**src/hw/rtl/eed_pkg.sv**
```systemverilog
// ---------------------------------------------------------------------------
// eed_pkg
// Shared types and constants of the echo escape decoder.
// ---------------------------------------------------------------------------
package eed_pkg;

  typedef enum logic [1:0] {
    OP_BYTE = 2'd0,
    OP_SEP  = 2'd1,
    OP_END  = 2'd2,
    OP_NONE = 2'd3
  } op_t;

  typedef enum logic [2:0] {
    MODE_NORMAL  = 3'd0,
    MODE_BSLASH  = 3'd1,
    MODE_OCTAL   = 3'd2,
    MODE_HEX     = 3'd3,
    MODE_STOPPED = 3'd4
  } mode_t;

  localparam logic REG_INTERP   = 1'b0;
  localparam logic REG_SUPPRESS = 1'b1;

  localparam logic [7:0] CH_BSLASH = 8'h5C;
  localparam logic [7:0] CH_SPACE  = 8'h20;
  localparam logic [7:0] CH_NL     = 8'h0A;
  localparam logic [7:0] CH_ESC    = 8'h1B;

  localparam logic [1:0] OCT_DIGITS = 2'd3;
  localparam logic [1:0] HEX_DIGITS = 2'd2;

  // one queue entry: the one or two output words caused by one input word
  typedef struct packed {
    logic       two;
    logic [7:0] b0;
    logic       v0;
    logic [7:0] b1;
    logic       eoc;
  } entry_t;

endpackage

```
**src/hw/rtl/echo_escape_decoder.sv**
```systemverilog
// ---------------------------------------------------------------------------
// echo_escape_decoder
// Output stage of an echo command: separators, newline and escape decoding.
// ---------------------------------------------------------------------------
// Input stream: one word per argument byte or end marker; s_tuser holds the
// opcode (byte, end of argument, end of command), s_tdata the byte.
// Output stream: one word per output character; m_tlast marks the last word
// caused by one input word, m_tuser[1] the last word of a command, and a word
// with m_tuser[0] low is a bare end marker with m_tdata zero.
// Config channel: cfg_index 0 enables escapes, 1 suppresses the newline;
// always ready. The user must write it only while the block is idle; the
// block does not enforce this. Throughput: one input word per cycle while
// each yields one output word; an input that yields two words holds the
// output port for both, and the entry queue of QUEUE_DEPTH entries between
// decode and output absorbs that. When the receiver stalls the output word
// holds, the queue fills and s_tready drops. Reset clears the config
// registers, decode state and queue.
// ---------------------------------------------------------------------------
module echo_escape_decoder #(
  parameter int QUEUE_DEPTH = 4
) (
  input  logic       clk,
  input  logic       rst,
  input  logic       s_tvalid,
  output logic       s_tready,
  input  logic [7:0] s_tdata,   // in_byte
  input  logic [1:0] s_tuser,   // opcode
  output logic       m_tvalid,
  input  logic       m_tready,
  output logic [7:0] m_tdata,   // out_byte
  output logic [1:0] m_tuser,   // byte_valid, end_of_output
  output logic       m_tlast,   // last_of_run
  input  logic       cfg_valid,
  output logic       cfg_ready,
  input  logic       cfg_index,
  input  logic       cfg_data
);

  eed_pkg::entry_t wr_entry;
  eed_pkg::entry_t rd_entry;
  logic push;
  logic pop;
  logic q_empty;
  logic q_full;
  logic accept;

  assign cfg_ready = 1'b1;
  assign s_tready  = !q_full;
  assign accept    = s_tvalid && s_tready;

  eed_front u_front (
    .clk       (clk),
    .rst       (rst),
    .cfg_valid (cfg_valid),
    .cfg_index (cfg_index),
    .cfg_data  (cfg_data),
    .accept    (accept),
    .opcode    (s_tuser),
    .in_byte   (s_tdata),
    .push      (push),
    .entry     (wr_entry)
  );

  eed_queue #(
    .DEPTH (QUEUE_DEPTH)
  ) u_queue (
    .clk      (clk),
    .rst      (rst),
    .push     (push),
    .wr_entry (wr_entry),
    .pop      (pop),
    .rd_entry (rd_entry),
    .empty    (q_empty),
    .full     (q_full)
  );

  eed_back u_back (
    .clk      (clk),
    .rst      (rst),
    .entry    (rd_entry),
    .q_empty  (q_empty),
    .pop      (pop),
    .m_tvalid (m_tvalid),
    .m_tready (m_tready),
    .m_tdata  (m_tdata),
    .m_tuser  (m_tuser),
    .m_tlast  (m_tlast)
  );

endmodule

```
**src/hw/rtl/eed_front.sv**
```systemverilog
// ---------------------------------------------------------------------------
// eed_front
// Config registers and escape decode state; turns each input word that emits
// output into a queue entry of one or two output words.
// ---------------------------------------------------------------------------
module eed_front (
  input  logic            clk,
  input  logic            rst,
  input  logic            cfg_valid,
  input  logic            cfg_index,
  input  logic            cfg_data,
  input  logic            accept,
  input  logic [1:0]      opcode,
  input  logic [7:0]      in_byte,
  output logic            push,
  output eed_pkg::entry_t entry
);

  logic interp;
  logic suppress;
  eed_pkg::mode_t mode;
  eed_pkg::mode_t mode_next;
  logic [8:0] esc_val;
  logic [8:0] esc_val_next;
  logic [1:0] dig_cnt;
  logic [1:0] dig_cnt_next;
  logic       emit;

  logic       oct_ok;
  logic       hex_ok;
  logic [3:0] hex_val;
  logic       bs_plain;
  logic [1:0] cnt_inc;
  logic [8:0] val_oct;
  logic [8:0] val_hex;

  always_ff @(posedge clk) begin
    if (rst) begin
      interp   <= 1'b0;
      suppress <= 1'b0;
    end else if (cfg_valid) begin
      if (cfg_index == eed_pkg::REG_INTERP) interp <= cfg_data;
      if (cfg_index == eed_pkg::REG_SUPPRESS) suppress <= cfg_data;
    end
  end

  always_comb begin
    hex_ok  = 1'b1;
    hex_val = 4'd0;
    if (in_byte >= "0" && in_byte <= "9") begin
      hex_val = 4'(in_byte - "0");
    end else if (in_byte >= "a" && in_byte <= "f") begin
      hex_val = 4'(in_byte - "a" + 8'd10);
    end else if (in_byte >= "A" && in_byte <= "F") begin
      hex_val = 4'(in_byte - "A" + 8'd10);
    end else begin
      hex_ok = 1'b0;
    end
  end

  assign oct_ok   = (in_byte >= "0") && (in_byte <= "7");
  assign bs_plain = interp && (in_byte == eed_pkg::CH_BSLASH);
  assign cnt_inc  = dig_cnt + 2'd1;
  assign val_oct  = {esc_val[5:0], in_byte[2:0]};
  assign val_hex  = {esc_val[4:0], hex_val};

  // next decode mode
  always_comb begin
    mode_next = mode;
    unique case (eed_pkg::op_t'(opcode))
      eed_pkg::OP_BYTE: begin
        unique case (mode)
          eed_pkg::MODE_BSLASH: begin
            if (in_byte == "c") mode_next = eed_pkg::MODE_STOPPED;
            else if (in_byte == "x") mode_next = eed_pkg::MODE_HEX;
            else if (oct_ok) mode_next = eed_pkg::MODE_OCTAL;
            else mode_next = eed_pkg::MODE_NORMAL;
          end
          eed_pkg::MODE_OCTAL: begin
            if (oct_ok) begin
              if (cnt_inc >= eed_pkg::OCT_DIGITS) mode_next = eed_pkg::MODE_NORMAL;
            end else begin
              mode_next = bs_plain ? eed_pkg::MODE_BSLASH : eed_pkg::MODE_NORMAL;
            end
          end
          eed_pkg::MODE_HEX: begin
            if (hex_ok) begin
              if (cnt_inc >= eed_pkg::HEX_DIGITS) mode_next = eed_pkg::MODE_NORMAL;
            end else begin
              mode_next = bs_plain ? eed_pkg::MODE_BSLASH : eed_pkg::MODE_NORMAL;
            end
          end
          eed_pkg::MODE_STOPPED: mode_next = eed_pkg::MODE_STOPPED;
          default: mode_next = bs_plain ? eed_pkg::MODE_BSLASH : eed_pkg::MODE_NORMAL;
        endcase
      end
      eed_pkg::OP_SEP: begin
        if (mode != eed_pkg::MODE_STOPPED) mode_next = eed_pkg::MODE_NORMAL;
      end
      eed_pkg::OP_END: mode_next = eed_pkg::MODE_NORMAL;
      default: mode_next = mode;
    endcase
  end

  // output words and digit accumulator
  always_comb begin
    emit         = 1'b0;
    entry        = '0;
    entry.v0     = 1'b1;
    esc_val_next = esc_val;
    dig_cnt_next = dig_cnt;
    unique case (eed_pkg::op_t'(opcode))
      eed_pkg::OP_BYTE: begin
        unique case (mode)
          eed_pkg::MODE_BSLASH: begin
            emit = 1'b1;
            case (in_byte)
              "a":  entry.b0 = 8'h07;
              "b":  entry.b0 = 8'h08;
              "e":  entry.b0 = eed_pkg::CH_ESC;
              "f":  entry.b0 = 8'h0C;
              "n":  entry.b0 = 8'h0A;
              "r":  entry.b0 = 8'h0D;
              "t":  entry.b0 = 8'h09;
              "v":  entry.b0 = 8'h0B;
              eed_pkg::CH_BSLASH: entry.b0 = eed_pkg::CH_BSLASH;
              "c":  emit = 1'b0;
              "x": begin
                emit         = 1'b0;
                esc_val_next = '0;
                dig_cnt_next = '0;
              end
              default: begin
                if (oct_ok) begin
                  emit         = 1'b0;
                  esc_val_next = {6'd0, in_byte[2:0]};
                  dig_cnt_next = 2'd1;
                end else begin
                  entry.two = 1'b1;
                  entry.b0  = eed_pkg::CH_BSLASH;
                  entry.b1  = in_byte;
                end
              end
            endcase
          end
          eed_pkg::MODE_OCTAL, eed_pkg::MODE_HEX: begin
            if ((mode == eed_pkg::MODE_OCTAL) ? oct_ok : hex_ok) begin
              esc_val_next = (mode == eed_pkg::MODE_OCTAL) ? val_oct : val_hex;
              dig_cnt_next = cnt_inc;
              if (cnt_inc >= ((mode == eed_pkg::MODE_OCTAL) ? eed_pkg::OCT_DIGITS
                                                             : eed_pkg::HEX_DIGITS)) begin
                emit         = 1'b1;
                entry.b0     = esc_val_next[7:0];
                esc_val_next = '0;
                dig_cnt_next = '0;
              end
            end else begin
              emit         = 1'b1;
              entry.b0     = esc_val[7:0];
              entry.two    = !bs_plain;
              entry.b1     = in_byte;
              esc_val_next = '0;
              dig_cnt_next = '0;
            end
          end
          eed_pkg::MODE_STOPPED: emit = 1'b0;
          default: begin
            emit     = !bs_plain;
            entry.b0 = in_byte;
          end
        endcase
      end
      eed_pkg::OP_SEP: begin
        if (mode != eed_pkg::MODE_STOPPED) begin
          emit         = 1'b1;
          esc_val_next = '0;
          dig_cnt_next = '0;
          entry.b1     = eed_pkg::CH_SPACE;
          if (mode == eed_pkg::MODE_OCTAL || mode == eed_pkg::MODE_HEX) begin
            entry.two = 1'b1;
            entry.b0  = esc_val[7:0];
          end else if (mode == eed_pkg::MODE_BSLASH) begin
            entry.two = 1'b1;
            entry.b0  = eed_pkg::CH_BSLASH;
          end else begin
            entry.b0  = eed_pkg::CH_SPACE;
          end
        end
      end
      eed_pkg::OP_END: begin
        emit         = 1'b1;
        entry.eoc    = 1'b1;
        esc_val_next = '0;
        dig_cnt_next = '0;
        entry.b1     = eed_pkg::CH_NL;
        if (mode == eed_pkg::MODE_OCTAL || mode == eed_pkg::MODE_HEX) begin
          entry.b0  = esc_val[7:0];
          entry.two = !suppress;
        end else if (mode == eed_pkg::MODE_BSLASH) begin
          entry.b0  = eed_pkg::CH_BSLASH;
          entry.two = !suppress;
        end else if (mode != eed_pkg::MODE_STOPPED && !suppress) begin
          entry.b0  = eed_pkg::CH_NL;
        end else begin
          // bare end marker
          entry.v0  = 1'b0;
        end
      end
      default: emit = 1'b0;
    endcase
  end

  assign push = accept && emit;

  always_ff @(posedge clk) begin
    if (rst) begin
      mode    <= eed_pkg::MODE_NORMAL;
      esc_val <= '0;
      dig_cnt <= '0;
    end else if (accept) begin
      mode    <= mode_next;
      esc_val <= esc_val_next;
      dig_cnt <= dig_cnt_next;
    end
  end

endmodule

```
**src/hw/rtl/eed_queue.sv**
```systemverilog
// ---------------------------------------------------------------------------
// eed_queue
// Small first-in first-out queue of decoded entries between front and back.
// ---------------------------------------------------------------------------
module eed_queue #(
  parameter int DEPTH = 4
) (
  input  logic            clk,
  input  logic            rst,
  input  logic            push,
  input  eed_pkg::entry_t wr_entry,
  input  logic            pop,
  output eed_pkg::entry_t rd_entry,
  output logic            empty,
  output logic            full
);

  localparam int PTR_W = (DEPTH > 1) ? $clog2(DEPTH) : 1;
  localparam int CNT_W = $clog2(DEPTH + 1);
  localparam logic [PTR_W-1:0] PTR_LAST = PTR_W'(DEPTH - 1);
  localparam logic [CNT_W-1:0] CNT_FULL = CNT_W'(DEPTH);

  eed_pkg::entry_t slots [DEPTH];
  logic [PTR_W-1:0] wr_ptr;
  logic [PTR_W-1:0] rd_ptr;
  logic [CNT_W-1:0] count;

  assign empty    = (count == '0);
  assign full     = (count == CNT_FULL);
  assign rd_entry = slots[rd_ptr];

  always_ff @(posedge clk) begin
    if (push) slots[wr_ptr] <= wr_entry;
  end

  always_ff @(posedge clk) begin
    if (rst) begin
      wr_ptr <= '0;
      rd_ptr <= '0;
      count  <= '0;
    end else begin
      if (push) wr_ptr <= (wr_ptr == PTR_LAST) ? '0 : wr_ptr + PTR_W'(1);
      if (pop)  rd_ptr <= (rd_ptr == PTR_LAST) ? '0 : rd_ptr + PTR_W'(1);
      if (push && !pop) count <= count + CNT_W'(1);
      else if (pop && !push) count <= count - CNT_W'(1);
    end
  end

endmodule

```
**src/hw/rtl/eed_back.sv**
```systemverilog
// ---------------------------------------------------------------------------
// eed_back
// Unpacks queue entries into output words through a registered output stage.
// ---------------------------------------------------------------------------
module eed_back (
  input  logic            clk,
  input  logic            rst,
  input  eed_pkg::entry_t entry,
  input  logic            q_empty,
  output logic            pop,
  output logic            m_tvalid,
  input  logic            m_tready,
  output logic [7:0]      m_tdata,
  output logic [1:0]      m_tuser,
  output logic            m_tlast
);

  logic phase;
  logic load;
  logic take;

  assign load = !m_tvalid || m_tready;
  assign take = load && !q_empty;
  assign pop  = take && (phase || !entry.two);

  always_ff @(posedge clk) begin
    if (rst) begin
      m_tvalid <= 1'b0;
      phase    <= 1'b0;
    end else begin
      if (load) m_tvalid <= !q_empty;
      if (take) phase <= !phase && entry.two;
    end
  end

  always_ff @(posedge clk) begin
    if (take) begin
      if (phase) begin
        m_tdata <= entry.b1;
        m_tuser <= {entry.eoc, 1'b1};
        m_tlast <= 1'b1;
      end else begin
        m_tdata <= entry.b0;
        m_tuser <= {entry.eoc && !entry.two, entry.v0};
        m_tlast <= !entry.two;
      end
    end
  end

endmodule

```
**config.mk**
```make
export PLATFORM = sky130hd
export DESIGN_NAME = echo_escape_decoder
export DESIGN_NICKNAME = d
export VERILOG_FILES = /design/src/hw/rtl/eed_pkg.sv /design/src/hw/rtl/echo_escape_decoder.sv /design/src/hw/rtl/eed_front.sv /design/src/hw/rtl/eed_queue.sv /design/src/hw/rtl/eed_back.sv
export SDC_FILE = /design/constraint.sdc
export NUM_CORES = 1
export LEC_CHECK = 0
export BUFFER_PORTS_ARGS = -buffer_cell sky130_fd_sc_hd__buf_4
export CAP_MARGIN = 10
export CORE_MARGIN = 3
export CORE_UTILIZATION = 43
export CTS_BUF_LIST = sky130_fd_sc_hd__clkbuf_4 sky130_fd_sc_hd__clkbuf_8
export DETAILED_ROUTE_END_ITERATION = 6
export HOLD_SLACK_MARGIN = 0.12
export PLACE_DENSITY = 0.59
export SETUP_SLACK_MARGIN = 0.5
export SLEW_MARGIN = 10
export SYNTH_ARGS = -nofsm -noshare
export SYNTH_HDL_FRONTEND = slang
export SYNTH_SLANG_ARGS = --single-unit
export TNS_END_PERCENT = 20
```
**constraint.sdc**
```tcl
create_clock -name clk -period 8.35 [get_ports clk]
set_input_delay 1.67 -clock clk [delete_from_list [all_inputs] [get_ports clk]]
set_output_delay 1.67 -clock clk [all_outputs]
set_load 0.01 [all_outputs]
```
==> flow_summary.ini, run 1 <==
[run_status]
status = finished, final reports clean

[clocking]
cts_hold_buf = 0
clkTransAtPathRegs_ns = 0.07
clockBufferDepth = 2
numCtsBuffers = 17
tritoncts = yes
cts_setup_buffers = 0
post_cts_resized = 0
clock-root-buffer = clkbuf_8
cts.sinks = 113
htreeDepth = 4
clock_latency_ns = 0.43

[floorplanning]
ios = 31
num_rows = 42
die_w_um = 125.1
die_y_um = 125.1
coreArea_um2 = 13560
fp.dieArea_um2 = 15650
start_util_pct = 44.99

[timing]
period_needed_ns = 4.478
tightest_slew_ns = 1.005
tns_ns = 0
rsz0062_at_grt = no
maxSlewHeadroom_pct = 33.03
fin_skew_ns = 0.006942
final-hold-violation-count = 0
max_freq_mhz = 223.3
fin_crit_sh_pct = 53.63
drv_slew = 0
finalSetupViolCount = 0

[critical_path]
arrival_ns = 4.84
critical_path_class = reg -> reg
worstPathMaxFanout = 11
cp_slowest_stage_delay_ns = 0.58
crit_path_end_kind = flop
crit_slowest_cell = dfxtp_1
cp-start-kind = flop
cp_top_family = simple AND/OR/NAND/NOR gates
worstPathRequired_ns = 8.71
cp_cell_sequence = nor2b_1 > nand2_1 > inv_1 > ha_1 > o21ai_0 > or4b_4 > a21oi_2 > a2bb2oi_4 > inv_2 > ha_1 > inv_1 > fa_1 > xor2_1 > or3_1 > a21oi_1
crit_buf_inv = 3

[global_routing]
antenna_found_initial = 0
grt_pass1_wl_um = 22850
grt_pass1_vias = 4123
track_usage_pct = 18.77
busiest_layer = met2
overflow = 0
use_met3_pct = 3.795
grtUsageMet1_pct = 25.08
grt_start_max_net_pins = 28
gr-usage-met2_pct = 29.45

[synthesis]
synthDistinctLibCells = 88
synth_xor_area_share_pct = 0.7179
synth_top_family_by_area = simple AND/OR/NAND/NOR gates
synth_edf_count = 87
synth_compound_area_share_pct = 13.81
ys_seq_area_share_pct = 51.36
yosysWarnings = 0
synthAdderAreaFrac_pct = 3.979
synthTopCellsByArea = edfxtp_1, dfxtp_1, mux4_2, ha_1, a21oi_1
yosys.cell_count.top_type = edfxtp_1
synthTopCellsByCount = edfxtp_1, nand2_1, a21oi_1, nor2_1, dfxtp_1
ys.flop_type = edfxtp_1
async_flop_share_pct = 0
synth_top_area_share_pct = 42.83
syn_nets = 537
synthMuxAreaShare_pct = 11.02
post_synth_instance_area_um2 = 6100
ys_ff_latch = 113
postSynthAreaPerCell_um2 = 12.15
yosys.area.top_type = edfxtp_1
syn_inst = 502
synth-simple-area-share_pct = 15.16

[drt]
first_pass_iters = 5
vias_per_cell = 5.778
num_vias = 4108
drc = 0
wire_per_inst_um = 20.13
wl_um = 14310
ant_nets = 0
drt_iter0_drc = 408

[layout]
fillers = 1189
final_area_um2 = 6827
multi_input_area_um2 = 2729
fin_nets = 557
drive_gt1_share_pct = 23.18
area_delta_synth_final_pct = 11.92
final_util_pct = 50.35
final-seq-area_um2 = 3133
antenna_cells = 0

[run]
maxCapViolations = 0

[pwr]
p_per_area_nw_per_um2 = 243.3
vdd_drop_max_uv = 125.9
p_leak_nw = 2.294

[place]
place_hpwl_um = 10160
io_buffer_count = 29
placed_area_um2 = 6390
globalplace.congestion = 0.9444

[min_path]
min_path_type = reg -> reg
==> logic make-up (layout without fill, tap and decap cells) <==
family                     after synthesis  count (layout)
adders and majority gates               19              19
AOI/OAI and AO/OA                      111             111
DFF                                    113             113
xor gates and xnor gates                 5               5
muxes                                   42              42
buffers and inverters                   51              84
and+or+nand+nor                        160             160
other                                    1               1
==> where the power goes <==
part           internal [mW]  switching [mW]
combinational          0.191           0.190
sequential             0.684          0.0416
clock                  0.332           0.223
total                   1.21           0.455
==> registers in the layout (all words and copies together) (netlist names), named ones only <==
| name | cells |
|---|---|
| u_queue.count | 3 |
| u_front.interp | 1 |
| u_back.m_tdata | 8 |
| u_back.m_tuser | 2 |
| u_back.m_tvalid | 1 |
| u_front.suppress | 1 |
| u_front.mode | 3 |
| u_queue.rd_ptr | 2 |
| u_front.esc_val | 8 |
| u_back.m_tlast | 1 |
| u_queue.slots | 76 |
| u_queue.wr_ptr | 2 |
| u_back.phase | 1 |
| u_front.dig_cnt | 2 |
==> final cells by class <==
cell class	count	share of cell area, %
Sequential cell	113	45.89
Multi-Input combinational cell	338	39.97
Clock buffer	18	3.629
Timing Repair Buffer	30	3.299
Tap cell	176	3.226
Clock inverter	14	2.768
Inverter	22	1.210
==> worst min-delay path, cell delays in order, from the launching register on <==
cell and delay, ns:
dfxtp_1 0.32, nand2_1 0.06, a21oi_1 0.05
==> final timing paths <==
kind	startpoint	endpoint	slack (ns)	cells past startpoint
setup / recovery	u_front.mode[1]	u_queue.count[2]	3.87	15
hold / removal	u_back.m_tvalid	u_back.m_tvalid	0.47	2
setup reg to reg	u_front.mode[1]	u_queue.count[2]	3.87	15
hold reg to reg	u_back.m_tvalid	u_back.m_tvalid	0.47	2
==> cells in the final DEF (no fill, tap or decap), types with 4 or more instances in the layout <==
cell type	instances
mux2i_1	12
nand2_1	36
dfxtp_1	26
a21oi_1	31
nand2b_1	7
mux4_2	19
clkbuf_8	18
mux2_2	10
nor3_1	15
bufinv_16	4
ha_1	17
o22ai_1	4
nand3_1	16
clkinv_2	4
and2_1	8
a31oi_1	4
edfxtp_1	87
nor2_1	29
buf_4	30
nor3b_1	4
inv_1	21
a21o_1	4
nand3b_1	7
nor2b_1	4
o211ai_1	5
o21ai_0	18
==> per-layer routing <==
metal | part of all wire [%] | up-vias | wire [µm]
met5 | 0 | - | 0
li1 | - | 1955 | -
met3 | 5.2 | 29 | 742
met2 | 47 | 138 | 6749
met4 | 3.4 | 0 | 490
met1 | 44 | 1986 | 6330
==> stage by stage <==
| stage | hold WS [ns] | setup WS, ns | power [mW] | instances |
|---|---|---|---|---|
| 2_1_floorplan | 0.4318 | 4.006 | 1.002 | 502 |
| 3_3_place_gp | 0.4556 | 3.694 | 1.117 | 679 |
| 3_5_place_dp | 0.4639 | 3.577 | 1.126 | 679 |
| 4_1_cts | 0.4732 | 3.868 | 1.680 | 711 |
| 5_1_grt | 0.4921 | 3.592 | 1.745 | 711 |
| 6_report | 0.4715 | 3.872 | 1.661 | 711 |
Power figures use the tool's default switching activity.
==> run 2: changes to the inputs <==
PLACE_DENSITY = 0.62   (was 0.59)
clock period = 4.12 ns   (was 8.35 ns; I/O delays follow)
==> run 2 against run 1 <==
Global-route usage rose by 0.45 points; largest power group unchanged; critical endpoint unchanged; worst setup slack worse by 3.2 ns; clock power up 98%; sequential cell count is the same; critical path type is now in -> reg; final cell count increased by 3.1%; non-clock buffer count rose by 22; highest routed layer unchanged; total power up 100%; critical path depth unchanged; design area increased by 3.0%.
==> flow_summary.ini, run 2 (synthesis gave the netlist of run 1 again) <==
[critical_path]
crit_path_end_kind = flop
r2r_start = u_front.mode[2]
cp-start-kind = input pin
crit_slowest_cell = fa_1
startpoint = s_tdata[1]
critical_path_class = in -> reg
cp_slowest_stage_delay_ns = 0.44
cp_cell_sequence = buf_4 > inv_1 > ha_4 > or3b_1 > o311ai_4 > or4b_4 > a21oi_4 > a2bb2oi_4 > inv_2 > ha_1 > inv_1 > fa_1 > xor2_1 > or3_1 > a21oi_1
cpMostUsedCell = inv_1
worstPathMaxFanout = 6
reg2reg_setup_slack_ns = 0.75
crit_path_end = u_queue.count[2]
r2r_cells = 16
rr_endpoint = u_queue.count[2]
worstPathRequired_ns = 4.49
arrival_ns = 3.83

[global_routing]
antenna_found_initial = 0
grt_start_max_net_pins = 28
grt_pass1_vias = 4285
grt_pass1_wl_um = 23490
track_usage_pct = 19.22
overflow = 0

[layout]
drive_gt1_share_pct = 26.93
regMostFlops = u_queue.slots
fillers = 1182
largestRegisters = u_queue.slots (76), u_back.m_tdata (8), u_front.esc_val (8)
fin_nets = 579
layout_commonest_cell = edfxtp_1
final_util_pct = 51.87
antenna_cells = 0
area_delta_synth_final_pct = 15.30
mostFrequentLayoutCells = edfxtp_1, buf_4, nand2_1, a21oi_1, nor2_1
largest_reg_flops = 76

[pwr]
swShare_pct = 26.88
p_int_mw = 2.456
p_leak_nw = 2.407
p_total_mw = 3.359
power_frac_seq_pct = 43.1
vdd_drop_max_uv = 180.9
pwr-share-comb_pct = 24.0
p_clk_share_pct = 32.8
p_switching_mw = 0.9030
p_per_area_nw_per_um2 = 477.7

[floorplanning]
die_w_um = 125.1
die_y_um = 125.1
coreArea_um2 = 13560
ios = 31
start_util_pct = 44.99
num_rows = 42
fp.dieArea_um2 = 15650

[clocking]
tritoncts = yes
cts_hold_buf = 0
clkTransAtPathRegs_ns = 0.07
clockBufferDepth = 2
htreeDepth = 4
numCtsBuffers = 17
cts.sinks = 113
clock_latency_ns = 0.44
clock-root-buffer = clkbuf_8

[timing]
period_needed_ns = 3.459
layout_setup_ws_ns = 0.6615
final-hold-violation-count = 0
max_freq_mhz = 289.1
rsz0062_at_grt = no
finalSetupViolCount = 0
maxSlewHeadroom_pct = 55.42
fin_crit_sh_pct = 83.95
fin_skew_ns = 0.01161
drv_slew = 0
tightest_slew_ns = 0.6616
tns_ns = 0

[drt]
drc = 0
wl_um = 14850
wire_per_inst_um = 20.26
vias_per_cell = 5.982
first_pass_iters = 5
ant_nets = 0
drt_iter0_drc = 501
num_vias = 4385

[place]
io_buffer_count = 29
globalplace.congestion = 0.9699
place_hpwl_um = 10420
dp_slack_ns = 0.1454

[run]
maxCapViolations = 0

[min_path]
min_path_type = reg -> reg

[run_status]
status = finished, final reports clean
[run 2: area by class of cell]
| cell class | instances | area (µm²) | area share, % |
|---|---|---|---|
| clock inverter | 12 | 165.2 | 2.348 |
| clock buffer | 20 | 256.5 | 3.647 |
| tap | 176 | 220.2 | 3.131 |
| multi-input combinational | 338 | 2780 | 39.53 |
| timing repair buffer | 52 | 390.4 | 5.551 |
| inverter | 22 | 86.33 | 1.228 |
| sequential | 113 | 3134 | 44.57 |
[run 2: how the worst min path moves through the flow]
| stage | from | to | slack [ns] | cells past startpoint |
|---|---|---|---|---|
| after CTS | u_back.m_tvalid | u_back.m_tvalid | 0.47 | 2 |
| after detailed placement | u_back.m_tvalid | u_back.m_tvalid | 0.46 | 2 |
| after global routing | u_front.dig_cnt[1] | u_front.dig_cnt[1] | 0.50 | 2 |
| after floorplan | u_front.esc_val[7] | u_front.esc_val[7] | 0.43 | 2 |
| final | u_front.dig_cnt[1] | u_front.dig_cnt[1] | 0.47 | 2 |
| after global placement | u_back.m_tvalid | u_back.m_tvalid | 0.45 | 2 |
[run 2: routing by layer]
layer	vias to the layer above	track usage [%]	part of all wire (%)
met5	-	0	0
met4	0	7.526	2.3
met3	36	3.795	5.6
met2	180	32.65	50
met1	2175	24.29	42
li1	1994	-	-
[run 2: power by group through the flow]
stage	clock network, mW	logic, mW	registers (mW)
floorplan	0	0.549	1.48
global placement	0	0.797	1.47
detailed placement	0	0.812	1.48
CTS	1.13	0.816	1.45
global route	1.18	0.888	1.46
finish	1.10	0.808	1.45
[run 2: repair_timing]
action                                 CTS  global route
endpoints found under the hold margin    0             0
resized for setup                        0            11
setup endpoints to repair                0             2
buffers inserted                         0             5
[run 2: per-stage QoR]
stage | hold WS [ns] | std cells | cell area [µm²]
2_1_floorplan | 0.4318 | 502 | 6100
3_3_place_gp | 0.4537 | 696 | 6518
3_5_place_dp | 0.4629 | 696 | 6518
4_1_cts | 0.4725 | 728 | 6939
5_1_grt | 0.5027 | 733 | 7033
6_report | 0.4676 | 733 | 7033
[run 2: worst max-delay path, delay by kind of cell]
kind / cells / cell delay [ns]
fa+ha+maj: 3 / 0.84
simple gates: 3 / 0.96
xor+xnor: 1 / 0.19
buf+inv: 4 / 0.50
compound gates: 4 / 0.50
